===== config.mk =====
export PLATFORM = sky130hd
export DESIGN_NAME = receiver_reply_deframer
export DESIGN_NICKNAME = d
export VERILOG_FILES = /design/src/hw/rtl/rrd_pkg.sv /design/src/hw/rtl/rrd_parser.sv /design/src/hw/rtl/rrd_out_stage.sv /design/src/hw/rtl/receiver_reply_deframer.sv
export SDC_FILE = /design/constraint.sdc
export NUM_CORES = 1
export LEC_CHECK = 0
export BUFFER_PORTS_ARGS = -buffer_cell sky130_fd_sc_hd__buf_4
export CAP_MARGIN = 20
export CELL_PAD_IN_SITES_DETAIL_PLACEMENT = 1
export CELL_PAD_IN_SITES_GLOBAL_PLACEMENT = 2
export CORE_MARGIN = 8
export CORE_UTILIZATION = 41
export CTS_CLUSTER_DIAMETER = 40
export DETAILED_ROUTE_END_ITERATION = 8
export HOLD_SLACK_MARGIN = 0.1
export PLACE_DENSITY = 0.81
export SETUP_SLACK_MARGIN = 0.02
export SYNTH_ARGS = -nofsm -noshare
export SYNTH_HDL_FRONTEND = slang
export SYNTH_SLANG_ARGS = --single-unit

===== constraint.sdc =====
create_clock -name i_clk -period 4.25 [get_ports i_clk]
set_input_delay 1.275 -clock i_clk [delete_from_list [all_inputs] [get_ports i_clk]]
set_output_delay 1.275 -clock i_clk [all_outputs]
set_load 0.03 [all_outputs]

===== src/hw/rtl/rrd_pkg.sv =====
// shared types and constants for the receiver reply deframer
package rrd_pkg;

    localparam logic [7:0] HDR_FIRST   = 8'h4D;
    localparam logic [7:0] HDR_SECOND  = 8'h78;
    localparam logic [7:0] LONG_LENGTH = 8'h0B;
    localparam logic [7:0] MIN_SHORT_LENGTH = 8'd4;
    localparam logic [1:0] CHAN_ONE    = 2'd1;
    localparam logic [1:0] CHAN_TWO    = 2'd2;

    localparam logic [1:0] KIND_LONG      = 2'd0;
    localparam logic [1:0] KIND_SHORT_PRM = 2'd1;
    localparam logic [1:0] KIND_SHORT_PD  = 2'd2;

    typedef struct packed {
        logic [1:0]  report_kind;
        logic [15:0] word_value;
        logic [15:0] temperature;
        logic [7:0]  filter_code;
        logic [7:0]  attenuation;
        logic [7:0]  input_index;
    } t_rrd_report;

endpackage


===== src/hw/rtl/rrd_parser.sv =====
// frame state machine: header hunt, payload capture and report build
module rrd_parser
    import rrd_pkg::*;
(
    input  logic        i_clk,
    input  logic        i_rst_n,
    input  logic        i_fire,
    input  logic [7:0]  i_byte,
    output logic        o_report_valid,
    output t_rrd_report o_report
);

    typedef enum logic [2:0] {
        PH_HUNT,
        PH_GOT_M,
        PH_GOT_X,
        PH_SKIP,
        PH_LENGTH,
        PH_PAYLOAD,
        PH_CHECK
    } t_phase;

    t_phase      r_phase, n_phase;
    logic [1:0]  r_chan, n_chan;
    logic [7:0]  r_len, n_len;
    logic [7:0]  r_count, n_count;
    logic [15:0] r_temp, n_temp;
    logic [15:0] r_word, n_word;
    logic [7:0]  r_filter, n_filter;
    logic [7:0]  r_atten, n_atten;
    logic [7:0]  r_input, n_input;
    logic [15:0] r_short, n_short;

    logic        w_restart_m;
    logic [7:0]  w_count_inc;
    logic        w_is_long;

    assign w_restart_m = (i_byte == HDR_FIRST);
    assign w_count_inc = r_count + 8'd1;
    assign w_is_long   = (r_len == LONG_LENGTH);

    always_comb begin
        n_phase  = r_phase;
        n_chan   = r_chan;
        n_len    = r_len;
        n_count  = r_count;
        n_temp   = r_temp;
        n_word   = r_word;
        n_filter = r_filter;
        n_atten  = r_atten;
        n_input  = r_input;
        n_short  = r_short;
        case (r_phase)
            PH_HUNT: begin
                n_phase = w_restart_m ? PH_GOT_M : PH_HUNT;
            end
            PH_GOT_M: begin
                if (i_byte == HDR_SECOND) begin
                    n_phase = PH_GOT_X;
                end else begin
                    n_phase = w_restart_m ? PH_GOT_M : PH_HUNT;
                end
            end
            PH_GOT_X: begin
                if (i_byte == {6'd0, CHAN_ONE} || i_byte == {6'd0, CHAN_TWO}) begin
                    n_chan   = i_byte[1:0];
                    n_len    = '0;
                    n_count  = '0;
                    n_temp   = '0;
                    n_word   = '0;
                    n_filter = '0;
                    n_atten  = '0;
                    n_input  = '0;
                    n_short  = '0;
                    n_phase  = PH_SKIP;
                end else begin
                    n_phase = w_restart_m ? PH_GOT_M : PH_HUNT;
                end
            end
            PH_SKIP: begin
                n_phase = PH_LENGTH;
            end
            PH_LENGTH: begin
                n_len   = i_byte;
                n_count = '0;
                n_phase = (i_byte == 8'd0) ? PH_CHECK : PH_PAYLOAD;
            end
            PH_PAYLOAD: begin
                // payload position selects which capture field takes the byte
                case (r_count)
                    8'd2:    n_short[15:8] = i_byte;
                    8'd3:    n_short[7:0]  = i_byte;
                    8'd4:    n_temp[15:8]  = i_byte;
                    8'd5:    n_temp[7:0]   = i_byte;
                    8'd6:    n_word[15:8]  = i_byte;
                    8'd7:    n_word[7:0]   = i_byte;
                    8'd8:    n_filter      = i_byte;
                    8'd9:    n_atten       = i_byte;
                    8'd10:   n_input       = i_byte;
                    default: ;
                endcase
                n_count = w_count_inc;
                if (w_count_inc == r_len) begin
                    n_phase = PH_CHECK;
                end
            end
            PH_CHECK: begin
                n_phase = PH_HUNT;
            end
            default: begin
                n_phase = PH_HUNT;
            end
        endcase
    end

    always_ff @(posedge i_clk) begin
        if (!i_rst_n) begin
            r_phase  <= PH_HUNT;
            r_chan   <= '0;
            r_len    <= '0;
            r_count  <= '0;
            r_temp   <= '0;
            r_word   <= '0;
            r_filter <= '0;
            r_atten  <= '0;
            r_input  <= '0;
            r_short  <= '0;
        end else if (i_fire) begin
            r_phase  <= n_phase;
            r_chan   <= n_chan;
            r_len    <= n_len;
            r_count  <= n_count;
            r_temp   <= n_temp;
            r_word   <= n_word;
            r_filter <= n_filter;
            r_atten  <= n_atten;
            r_input  <= n_input;
            r_short  <= n_short;
        end
    end

    // report is set by the check byte, its value does not matter
    always_comb begin
        o_report_valid = 1'b0;
        o_report       = '0;
        if (r_phase == PH_CHECK) begin
            if (w_is_long) begin
                o_report_valid       = (r_chan == CHAN_TWO);
                o_report.report_kind = KIND_LONG;
                o_report.word_value  = r_word;
                o_report.temperature = r_temp;
                o_report.filter_code = r_filter;
                o_report.attenuation = r_atten;
                o_report.input_index = r_input;
            end else begin
                o_report_valid       = (r_len >= MIN_SHORT_LENGTH);
                o_report.report_kind = (r_chan == CHAN_TWO) ? KIND_SHORT_PRM
                                                            : KIND_SHORT_PD;
                o_report.word_value  = r_short;
            end
        end
    end

`ifndef ASSERT_OFF
    a_check_returns_to_hunt: assert property (@(posedge i_clk) disable iff (!i_rst_n)
        (i_fire && r_phase == PH_CHECK) |=> (r_phase == PH_HUNT))
        else $error("check byte did not end the frame");
    a_count_within_length: assert property (@(posedge i_clk) disable iff (!i_rst_n)
        (r_phase == PH_PAYLOAD) |-> (r_count < r_len))
        else $error("payload count ran past frame length");
    a_long_is_prm: assert property (@(posedge i_clk) disable iff (!i_rst_n)
        (o_report_valid && o_report.report_kind == KIND_LONG) |-> (r_chan == CHAN_TWO))
        else $error("long report on wrong channel");
`endif

endmodule


===== src/hw/rtl/rrd_out_stage.sv =====
// result register between the parser and the report channel
module rrd_out_stage
    import rrd_pkg::*;
(
    input  logic        i_clk,
    input  logic        i_rst_n,
    input  logic        i_load,
    input  t_rrd_report i_report,
    input  logic        i_ready,
    output logic        o_free,
    output logic        o_valid,
    output t_rrd_report o_report
);

    logic        r_valid;
    t_rrd_report r_report;

    // slot is free when empty or being taken this cycle
    assign o_free = !r_valid || i_ready;

    always_ff @(posedge i_clk) begin
        if (!i_rst_n) begin
            r_valid <= 1'b0;
        end else if (i_load) begin
            r_valid <= 1'b1;
        end else if (i_ready) begin
            r_valid <= 1'b0;
        end
    end

    always_ff @(posedge i_clk) begin
        if (i_load) begin
            r_report <= i_report;
        end
    end

    assign o_valid  = r_valid;
    assign o_report = r_report;

endmodule


===== src/hw/rtl/receiver_reply_deframer.sv =====
// top level of the receiver reply deframer
// Takes one received byte per transfer and reports at most one result per completed
// frame ('M','x',channel 1 or 2, a skipped byte, length, payload, check byte).
// A byte can be taken every cycle: it is held in an input register, from which
// the frame state machine takes it; the report, sent on the check byte, lands
// in a result register when that byte moves on. The input stalls only when a
// report must be loaded while the previous one is still waiting to be taken.
module receiver_reply_deframer
    import rrd_pkg::*;
(
    input  logic        i_clk,
    input  logic        i_rst_n,
    input  logic        i_rx_valid,
    output logic        o_rx_ready,
    input  logic [7:0]  i_rx_byte,
    output logic        o_rep_valid,
    input  logic        i_rep_ready,
    output logic [1:0]  o_report_kind,
    output logic [15:0] o_word_value,
    output logic [15:0] o_temperature,
    output logic [7:0]  o_filter_code,
    output logic [7:0]  o_attenuation,
    output logic [7:0]  o_input_index
);

    logic        r_in_valid;
    logic [7:0]  r_in_byte;
    logic        w_advance;
    logic        w_out_free;
    logic        w_rep_valid;
    t_rrd_report w_report;
    t_rrd_report w_out_report;

    // held byte moves on unless its report has nowhere to go
    assign w_advance  = r_in_valid && (!w_rep_valid || w_out_free);
    assign o_rx_ready = !r_in_valid || w_advance;

    always_ff @(posedge i_clk) begin
        if (!i_rst_n) begin
            r_in_valid <= 1'b0;
        end else if (o_rx_ready) begin
            r_in_valid <= i_rx_valid;
        end
    end

    always_ff @(posedge i_clk) begin
        if (i_rx_valid && o_rx_ready) begin
            r_in_byte <= i_rx_byte;
        end
    end

    rrd_parser u_parser (
        .i_clk          (i_clk),
        .i_rst_n        (i_rst_n),
        .i_fire         (w_advance),
        .i_byte         (r_in_byte),
        .o_report_valid (w_rep_valid),
        .o_report       (w_report)
    );

    rrd_out_stage u_out (
        .i_clk    (i_clk),
        .i_rst_n  (i_rst_n),
        .i_load   (w_advance && w_rep_valid),
        .i_report (w_report),
        .i_ready  (i_rep_ready),
        .o_free   (w_out_free),
        .o_valid  (o_rep_valid),
        .o_report (w_out_report)
    );

    assign o_report_kind = w_out_report.report_kind;
    assign o_word_value  = w_out_report.word_value;
    assign o_temperature = w_out_report.temperature;
    assign o_filter_code = w_out_report.filter_code;
    assign o_attenuation = w_out_report.attenuation;
    assign o_input_index = w_out_report.input_index;

`ifndef ASSERT_OFF
    a_held_byte_stays: assert property (@(posedge i_clk) disable iff (!i_rst_n)
        (r_in_valid && !w_advance) |=> (r_in_valid && $stable(r_in_byte)))
        else $error("held byte lost while stalled");
    a_no_overwrite: assert property (@(posedge i_clk) disable iff (!i_rst_n)
        (o_rep_valid && !i_rep_ready) |-> !(w_advance && w_rep_valid))
        else $error("pending report overwritten");
    a_stall_only_on_report: assert property (@(posedge i_clk) disable iff (!i_rst_n)
        !o_rx_ready |-> (w_rep_valid && o_rep_valid && !i_rep_ready))
        else $error("input stalled without a blocked report");
    a_kind_known: assert property (@(posedge i_clk) disable iff (!i_rst_n)
        o_rep_valid |-> (o_report_kind == KIND_LONG || o_report_kind == KIND_SHORT_PRM
                         || o_report_kind == KIND_SHORT_PD))
        else $error("report kind out of range");
`endif

endmodule


== Word level (Yosys, flattened, before mapping) ==
Cells that the tools add are included.

* Bits in registers: 161
* Input port bits: 12
* Output and inout bits: 60
* Word-level logic and storage cells: 120

* Add/subtract/negate cells: 1
* Order comparisons: 1
* Eq/ne operators: 33
* Multiplexer cells: 31
* Bitwise gates (word level): 1
* Reduce and logical (&&, ||, !) cells: 31

{| class="wikitable"
|+ Operators by type and width
! kind !! number
|-
| $pmux 16 s2 || 3
|-
| $mux 8 || 10
|-
| $pmux 8 s2 || 4
|-
| $reduce_and 4->1 || 9
|-
| $eq 8x3->1 const B || 4
|-
| $eq 8x4->1 const B || 4
|-
| $mux 16 || 2
|-
| $eq 8x2->1 const B || 3
|-
| $pmux 8 s3 || 1
|-
| $ne 2x2->1 const B || 9
|-
| $pmux 3 s6 || 1
|-
| $eq 8x7->1 const B || 2
|-
| $eq 3x3->1 const B || 3
|-
| $mux 3 || 3
|-
| $reduce_and 3->1 || 3
|-
| $add 8x1->8 const B || 1
|-
| $eq 8x1->1 const B || 1
|-
| $eq 8x8->1 || 1
|-
| $ge 8x3->1 const B || 1
|-
| $logic_not 8->1 || 1
|-
| $eq 3x2->1 const B || 2
|-
| $reduce_bool 2->1 || 3
|-
| $mux 1 || 5
|-
| $logic_or 1x1->1 || 4
|-
| 11 further kinds || 18
|}

== Longest topological paths before layout ==
Gate-level depths: netlist of the first run.

* Depth after elaboration: 8
* Gate-level depth with buffers: 8

== By module ==
From an unflattened synthesis of the first run, not the netlist that was laid out.

* Cells, all modules: 652
* Area, all modules: 7025.5 sq um

{| class="wikitable"
|+ Modules (own cells, without submodules)
! module !! instances !! cells an instance !! area an instance (sq um)
|-
| rrd_parser || 1 || 574 || 4912.2
|-
| rrd_out_stage || 1 || 62 || 1790.5
|-
| receiver_reply_deframer || 1 || 16 || 322.8
|}

== Least setup slack after synthesis of the first run ==
Ideal clock, no wire load.

* Path type: input port to flip-flop
* Start point: input i_rep_ready
* End point: register u_out.r_report, in the netlist u_out.o_report[0] (enable)
* Setup time: 0.412 ns
* Arrival time: 2.885 ns
* Path slack: 0.953 ns
* Cell stages on the path: 5
* Buffers on the path: 0
* Cells stage by stage: nand2b_1 -> o21a_1 -> a41o_1 -> nand2_1 -> inv_1

* Cells in the longest elaborated chain, start to end: 4

{| class="wikitable"
|+ Ends and longest elaborated chain
! item !! line !! text
|-
| start: declaration || receiver_reply_deframer.sv:17 || <nowiki>input logic i_rep_ready,</nowiki>
|-
| $logic_or 1x1->1 || rrd_out_stage.sv:19 || <nowiki>assign o_free = !r_valid || i_ready;</nowiki>
|-
| $logic_or 1x1->1 || receiver_reply_deframer.sv:35 || <nowiki>assign w_advance = r_in_valid && (!w_rep_valid || w_out_free);</nowiki>
|-
| $logic_and 1x1->1 || receiver_reply_deframer.sv:35 ||
|-
| $logic_and 1x1->1 || receiver_reply_deframer.sv:64 || <nowiki>.i_load (w_advance && w_rep_valid),</nowiki>
|-
| named net u_out.i_load || rrd_out_stage.sv:7 || <nowiki>input logic i_load,</nowiki>
|-
| end signal: assignment || rrd_out_stage.sv:33 || <nowiki>r_report <= i_report;</nowiki>
|-
| end: declaration || rrd_out_stage.sv:16 || <nowiki>t_rrd_report r_report;</nowiki>
|}

The timed path passes the listed nets, and every way through them passes these cells.
A chain may end at the register's enable or synchronous reset.

== Final worst setup path of the first run ==
* Start point: register u_parser.r_phase[0]
* End point: output o_rx_ready

* Cells in the longest elaborated chain, start to end: 6

{| class="wikitable"
|+ Ends and longest elaborated chain
! item !! line !! text
|-
| start: declaration || rrd_parser.sv:23 || <nowiki>t_phase r_phase, n_phase;</nowiki>
|-
| start signal: assignment || rrd_parser.sv:129 || <nowiki>r_phase <= n_phase;</nowiki>
|-
| $eq 3x3->1 || rrd_parser.sv:146 || <nowiki>if (r_phase == PH_CHECK) begin</nowiki>
|-
| $mux 1 || rrd_parser.sv:146 ||
|-
| $logic_not 1->1 || receiver_reply_deframer.sv:35 ||
|-
| $logic_or 1x1->1 || receiver_reply_deframer.sv:35 ||
|-
| $logic_and 1x1->1 || receiver_reply_deframer.sv:35 ||
|-
| $logic_or 1x1->1 || receiver_reply_deframer.sv:36 || <nowiki>assign o_rx_ready = !r_in_valid || w_advance;</nowiki>
|-
| end: declaration || receiver_reply_deframer.sv:14 || <nowiki>output logic o_rx_ready,</nowiki>
|}

No other way between the ends.

==> impl_metrics.toml, run 1 <==
[sta]
hold_viol_final = 0
setup_violations = 0
slew_headroom_pct = 31.3
period_needed_ns = 3.41
tightest_slew_ns = 1.03
rsz0062_at_grt = "no"
finalMaxSlewViolations = 0
period_share_pct = 80.3
tns_ns = 0
finClkSkew_ns = 0.00781
fmax_mhz = 293

[critical_path]
rr_startpoint = "u_parser.r_phase[0]"
cp_max_fo = 21
worstPathArrival_ns = 2.14
startpoint_type = "flop"
cp-startpoint = "u_parser.r_phase[0]"
r2r_slack_ns = 1.48
criticalPathCategory = "flop to primary output"
critPathRequiredTime_ns = 2.97
worstSetupEndpointType = "primary output"

[synth]
synth.top_cell.area_share_pct = 29.0
yosys.area.top_type = "edfxtp_1"
synth_cell_types = 55
netlist_area_sq_mm = 0.00682
syn-num-nets = 655
ys_async_sr_fraction_pct = 0
netlist_instances = 639
synth_edf_count = 66
seq_area_frac_synth_pct = 56.9
ys_ff_latch = 161
yosysMostFrequentCell = "nand2_1"
synth_area_leaders = "edfxtp_1, dfxtp_1, mux2i_1"
synth_common_cells = "nand2_1, dfxtp_1, mux2i_1, edfxtp_1, and2_1"
yosys_warnings = 0
synth.avg_cell_area_sq_um = 10.7
yosys_most_used_dff = "dfxtp_1"

[hold_path]
hp-start = "u_parser.r_atten[0]"
hold_path_class = "flop to flop"

[status]
status = "finished, final reports clean"

[route]
routed.top_layer = "met4"
met1_length_um = 7790
vias_per_cell = 5.29
initialDrtViolationCount = 228
wl_per_cell_um = 18.4
ant_nets = 0
met2_length_um = 8230
firstDrtPassIters = 4
drt-total-wl_um = 17100
drc = 0
vias = 4905
dr_wl_met3_um = 740

[global_route]
grt_use_total_pct = 16.2
first_global_vias = 5116
grt_pass1_wl_um = 27500
grt_max_degree = 57
overflow = 0
antenna_found_initial = 0

[power_and_ir_drop]
leakage_nw = 3.01
ir_drop_mv = 0.270
power_w = 0.00316
powerDensity_mw_per_mm2 = 389

[floorplan]
die_area_sq_mm = 0.0210
fp.dieW_um = 145
die_y_um = 145
start_util_pct = 41.6
io_pins = 72
rows = 47
core_area_sq_mm = 0.0164

[final_layout]
multi_input_area_sq_mm = 0.00275
nFillCells = 1764
syn2layout_area_growth_pct = 18.8
antenna_cells = 0
seqCellArea_sq_mm = 0.00388
finalNetCount = 711
layout-drive-gt1-share_pct = 17.1

[clock_network]
cts_max_path_buffers = 2
clkSlewWorstSetupHoldPaths_ns = 0.06
tritoncts_num_sinks = 161
cts-resized-gates = 0
cts_tree = "yes"
ctsHoldBuffers = 0
cts_made_buffers = 17
htreeDepth = 4
cts_setup_buffers = 0
clk_latency_ns = 0.42
cts-root-buf = "clkbuf_16"

[placed_design]
dp_hpwl_um = 11500
place_congestion = 0.857
port_buffers = 71

[job]
cap_violations = 0
[critical path, cell delays in order, from the launching register on]
cell	delay [ns]
dfxtp_1	0.69
nand3b_1	0.18
buf_4	0.26
a31oi_1	0.10
and4b_1	0.26
inv_1	0.07
buf_4	0.15
[sequential cells by signal, summed over array words and instances, names as in the netlist]
register           count
u_parser.r_chan        2
u_parser.r_input       8
r_in_valid             1
u_parser.r_count       8
u_parser.r_temp       16
u_out.o_report        58
u_parser.r_word       16
u_parser.r_filter      8
u_parser.r_atten       8
u_parser.r_len         8
u_parser.r_short      16
r_in_byte              8
u_parser.r_phase       3
u_out.o_valid          1
[layer usage]
metal / GRT usage (%) / up-vias
li1: - / 2354
met1: 20.2 / 2419
met2: 26.8 / 112
met3: 4.14 / 20
met4: 5.63 / 0
met5: 0 / -
[layout by cell type, fill, tap and decap left out, types with 3 or more instances in the layout]
cell,netlist,final
a21boi_0,15,15
a21o_1,3,3
a21oi_1,28,28
and2_1,41,41
and3_1,6,6
buf_4,2,75
clkbuf_16,0,17
dfxtp_1,95,95
edfxtp_1,66,66
ha_1,4,4
inv_1,11,10
inv_6,0,4
mux2i_1,72,72
nand2_1,133,133
nand3_1,9,9
nand3b_1,4,4
nand4_1,6,6
nor2_1,11,11
nor2_4,7,7
nor2b_1,4,4
nor3_1,6,6
nor3b_1,5,5
o21a_1,3,3
o21ai_0,18,18
o311ai_0,5,5
xnor2_1,6,6
[metrics by stage]
stage	hold slack (ns)	cell area [sq um]	util [%]	instances	setup WS [ns]
floorplan	0.430	6820	-	639	0.953
global placement	0.437	7530	45.9	896	1.10
detailed placement	0.447	7530	45.9	896	1.09
CTS	0.456	8110	49.4	928	0.826
global route	0.471	8110	49.4	928	0.680
finish	0.453	8110	49.4	928	0.839
[power by group]
group	total, W	internal (W)	leakage [nW]	switching, W
clock network	0.00149	0.000824	0.280	0.000663
logic	0.0000486	0.0000169	1.21	0.0000317
registers	0.00162	0.00160	1.52	0.0000149
total	0.00316	0.00245	3.01	0.000710
[final timing paths]
path	depth (start not counted)	to
worst max-delay path	6	o_rx_ready
worst min-delay path	2	u_parser.r_atten[0]
worst max register to register	7	u_out.o_report[8]
worst min register to register	2	u_parser.r_atten[0]
[layout make-up]
type                    instances  area share [%]
well taps                     220            3.39
clock buffers                  17            5.25
clock inverters                15            1.91
repair buffers                 76            7.19
inverters                      11           0.509
flip-flops and latches        161            47.9
multi-input cells             428            33.9
[cells by family (layout without fill, tap and decap cells)]
| family | count (synthesis) | count (layout) | synth area share [%] |
|---|---|---|---|
| compound gates | 97 | 97 | 9.57 |
| xor+xnor | 8 | 8 | 1.03 |
| fa+ha+maj | 4 | 4 | 0.733 |
| buf+inv | 50 | 119 | 2.97 |
| flops | 161 | 161 | 56.9 |
| mux | 72 | 72 | 10.6 |
| simple gates | 247 | 247 | 18.2 |
Power figures use the tool's default switching activity.
==> inputs of run 2 (changes only) <==
- CORE_UTILIZATION: 41 -> 38
- PLACE_DENSITY: 0.81 -> 0.76
- clock period: 4.25 -> 3.3 ns (I/O delays scaled with it)
==> run 2 against run 1 <==
Cell count up 1.3%; count of clock-buffer cells in the layout up 2; die area up 7.0%; critical path type unchanged; critical endpoint unchanged.
==> impl_metrics.toml, run 2 (synthesis gave the netlist of run 1 again) <==
[floorplan]
die_area_sq_mm = 0.0225
rows = 49
fp.dieW_um = 150
core_area_sq_mm = 0.0178
start_util_pct = 38.4
io_pins = 72
die_y_um = 150

[sta]
rsz0062_at_grt = "no"
worst_hold_slack_ns = 0.453
fmax_mhz = 331
slew_headroom_pct = 44.8
setup_ws_ns = 0.274
hold_viol_final = 0
setup_violations = 0
tightest_slew_ns = 0.826
finClkSkew_ns = 0.0128
period_share_pct = 91.7
tns_ns = 0
finalMaxSlewViolations = 0
period_needed_ns = 3.03

[clock_network]
cts_setup_buffers = 0
clk_latency_ns = 0.43
tritoncts_num_sinks = 161
clkSlewWorstSetupHoldPaths_ns = 0.06
htreeDepth = 4
cts_made_buffers = 17
cts-root-buf = "clkbuf_16"
cts_max_path_buffers = 2
ctsHoldBuffers = 0
cts-resized-gates = 0
cts_tree = "yes"

[final_layout]
multi_input_area_sq_mm = 0.00274
final_area_sq_mm = 0.00810
largest_reg_flops = 58
layout_commonest_cell = "nand2_1"
nFillCells = 1948
final_cell_mix = "nand2_1, dfxtp_1, buf_4"
layout-drive-gt1-share_pct = 17.2
finalNetCount = 714
seqCellArea_sq_mm = 0.00388
antenna_cells = 0
syn2layout_area_growth_pct = 18.7

[critical_path]
criticalPathCategory = "flop to primary output"
critPathSlowestCell = "dfxtp_1"
crit_chain = "nor2b_1 -> o21ai_0 -> a31oi_1 -> and4b_1 -> inv_1 -> buf_4"
cp_max_fo = 3
slowest_delay_ns = 0.34
startpoint_type = "flop"
critPathRequiredTime_ns = 2.31
reg2reg_depth = 7
worstPathArrival_ns = 2.04
r2r_slack_ns = 0.81
worstSetupEndpointType = "primary output"

[global_route]
grt_pass1_wl_um = 27500
grt_use_met2_pct = 25.4
grt_max_degree = 62
grt_use_total_pct = 15.9
use_met3_pct = 3.57
antenna_found_initial = 0
gr-usage-met1_pct = 19.5
first_global_vias = 5150
top_usage_layer = "met2"
overflow = 0

[route]
wl_per_cell_um = 18.4
drt-total-wl_um = 17300
vias_per_cell = 5.23
drc = 0
vias = 4918
firstDrtPassIters = 4
initialDrtViolationCount = 223
ant_nets = 0

[placed_design]
place_ws_ns = 0.708
place_congestion = 0.829
post_dp_cell_area_sq_mm = 0.00755
dp_hpwl_um = 11500
port_buffers = 71

[power_and_ir_drop]
powerDensity_mw_per_mm2 = 491
ir_drop_mv = 0.351
power_w = 0.00397
leakage_nw = 3.01

[hold_path]
hold_path_class = "flop to flop"
worstHoldPathCells = 2

[job]
cap_violations = 0

[status]
status = "finished, final reports clean"
[run 2: metal layers]
metal | vias to the layer above | part of all wire [%]
li1 | 2374 | -
met1 | 2405 | 45
met2 | 105 | 47
met3 | 34 | 4.6
met4 | 0 | 2.9
met5 | - | 0
[run 2: worst max-delay path, delay by kind of cell (launching register included)]
kind,cells,cell delay [ns]
buffers and inverters,2,0.21
and+or+nand+nor,2,0.57
AOI/OAI and AO/OA,2,0.49
DFF,1,0.34
[run 2: cell type report]
| cell class | instances | area share (%) |
|---|---|---|
| repair buffers | 79 | 7.48 |
| multi-input cells | 428 | 33.8 |
| clock buffers | 19 | 5.47 |
| clock inverters | 13 | 1.25 |
| well taps | 229 | 3.54 |
| flip-flops and latches | 161 | 48.0 |
| inverters | 11 | 0.510 |
[run 2: where the power goes]
| part | leakage [nW] | total (W) | switching (W) | internal [W] |
|---|---|---|---|---|
| Combinational | 1.23 | 0.0000642 | 0.0000407 | 0.0000235 |
| Sequential | 1.52 | 0.00209 | 0.0000186 | 0.00207 |
| Clock | 0.266 | 0.00182 | 0.000828 | 0.000995 |
| Total | 3.01 | 0.00397 | 0.000887 | 0.00309 |
[run 2: stage by stage]
step	std cells	utilization (%)
after global routing	940	45.6
after floorplan	639	-
after CTS	940	45.6
final	940	45.6
after global placement	908	42.5
after detailed placement	908	42.5
[run 2: worst paths after layout]
path                             from                  to
hold / removal     u_parser.r_temp[7]  u_parser.r_temp[7]
setup reg to reg  u_parser.r_phase[0]  u_out.o_report[30]
hold reg to reg    u_parser.r_temp[7]  u_parser.r_temp[7]
setup / recovery   u_parser.r_chan[1]          o_rx_ready
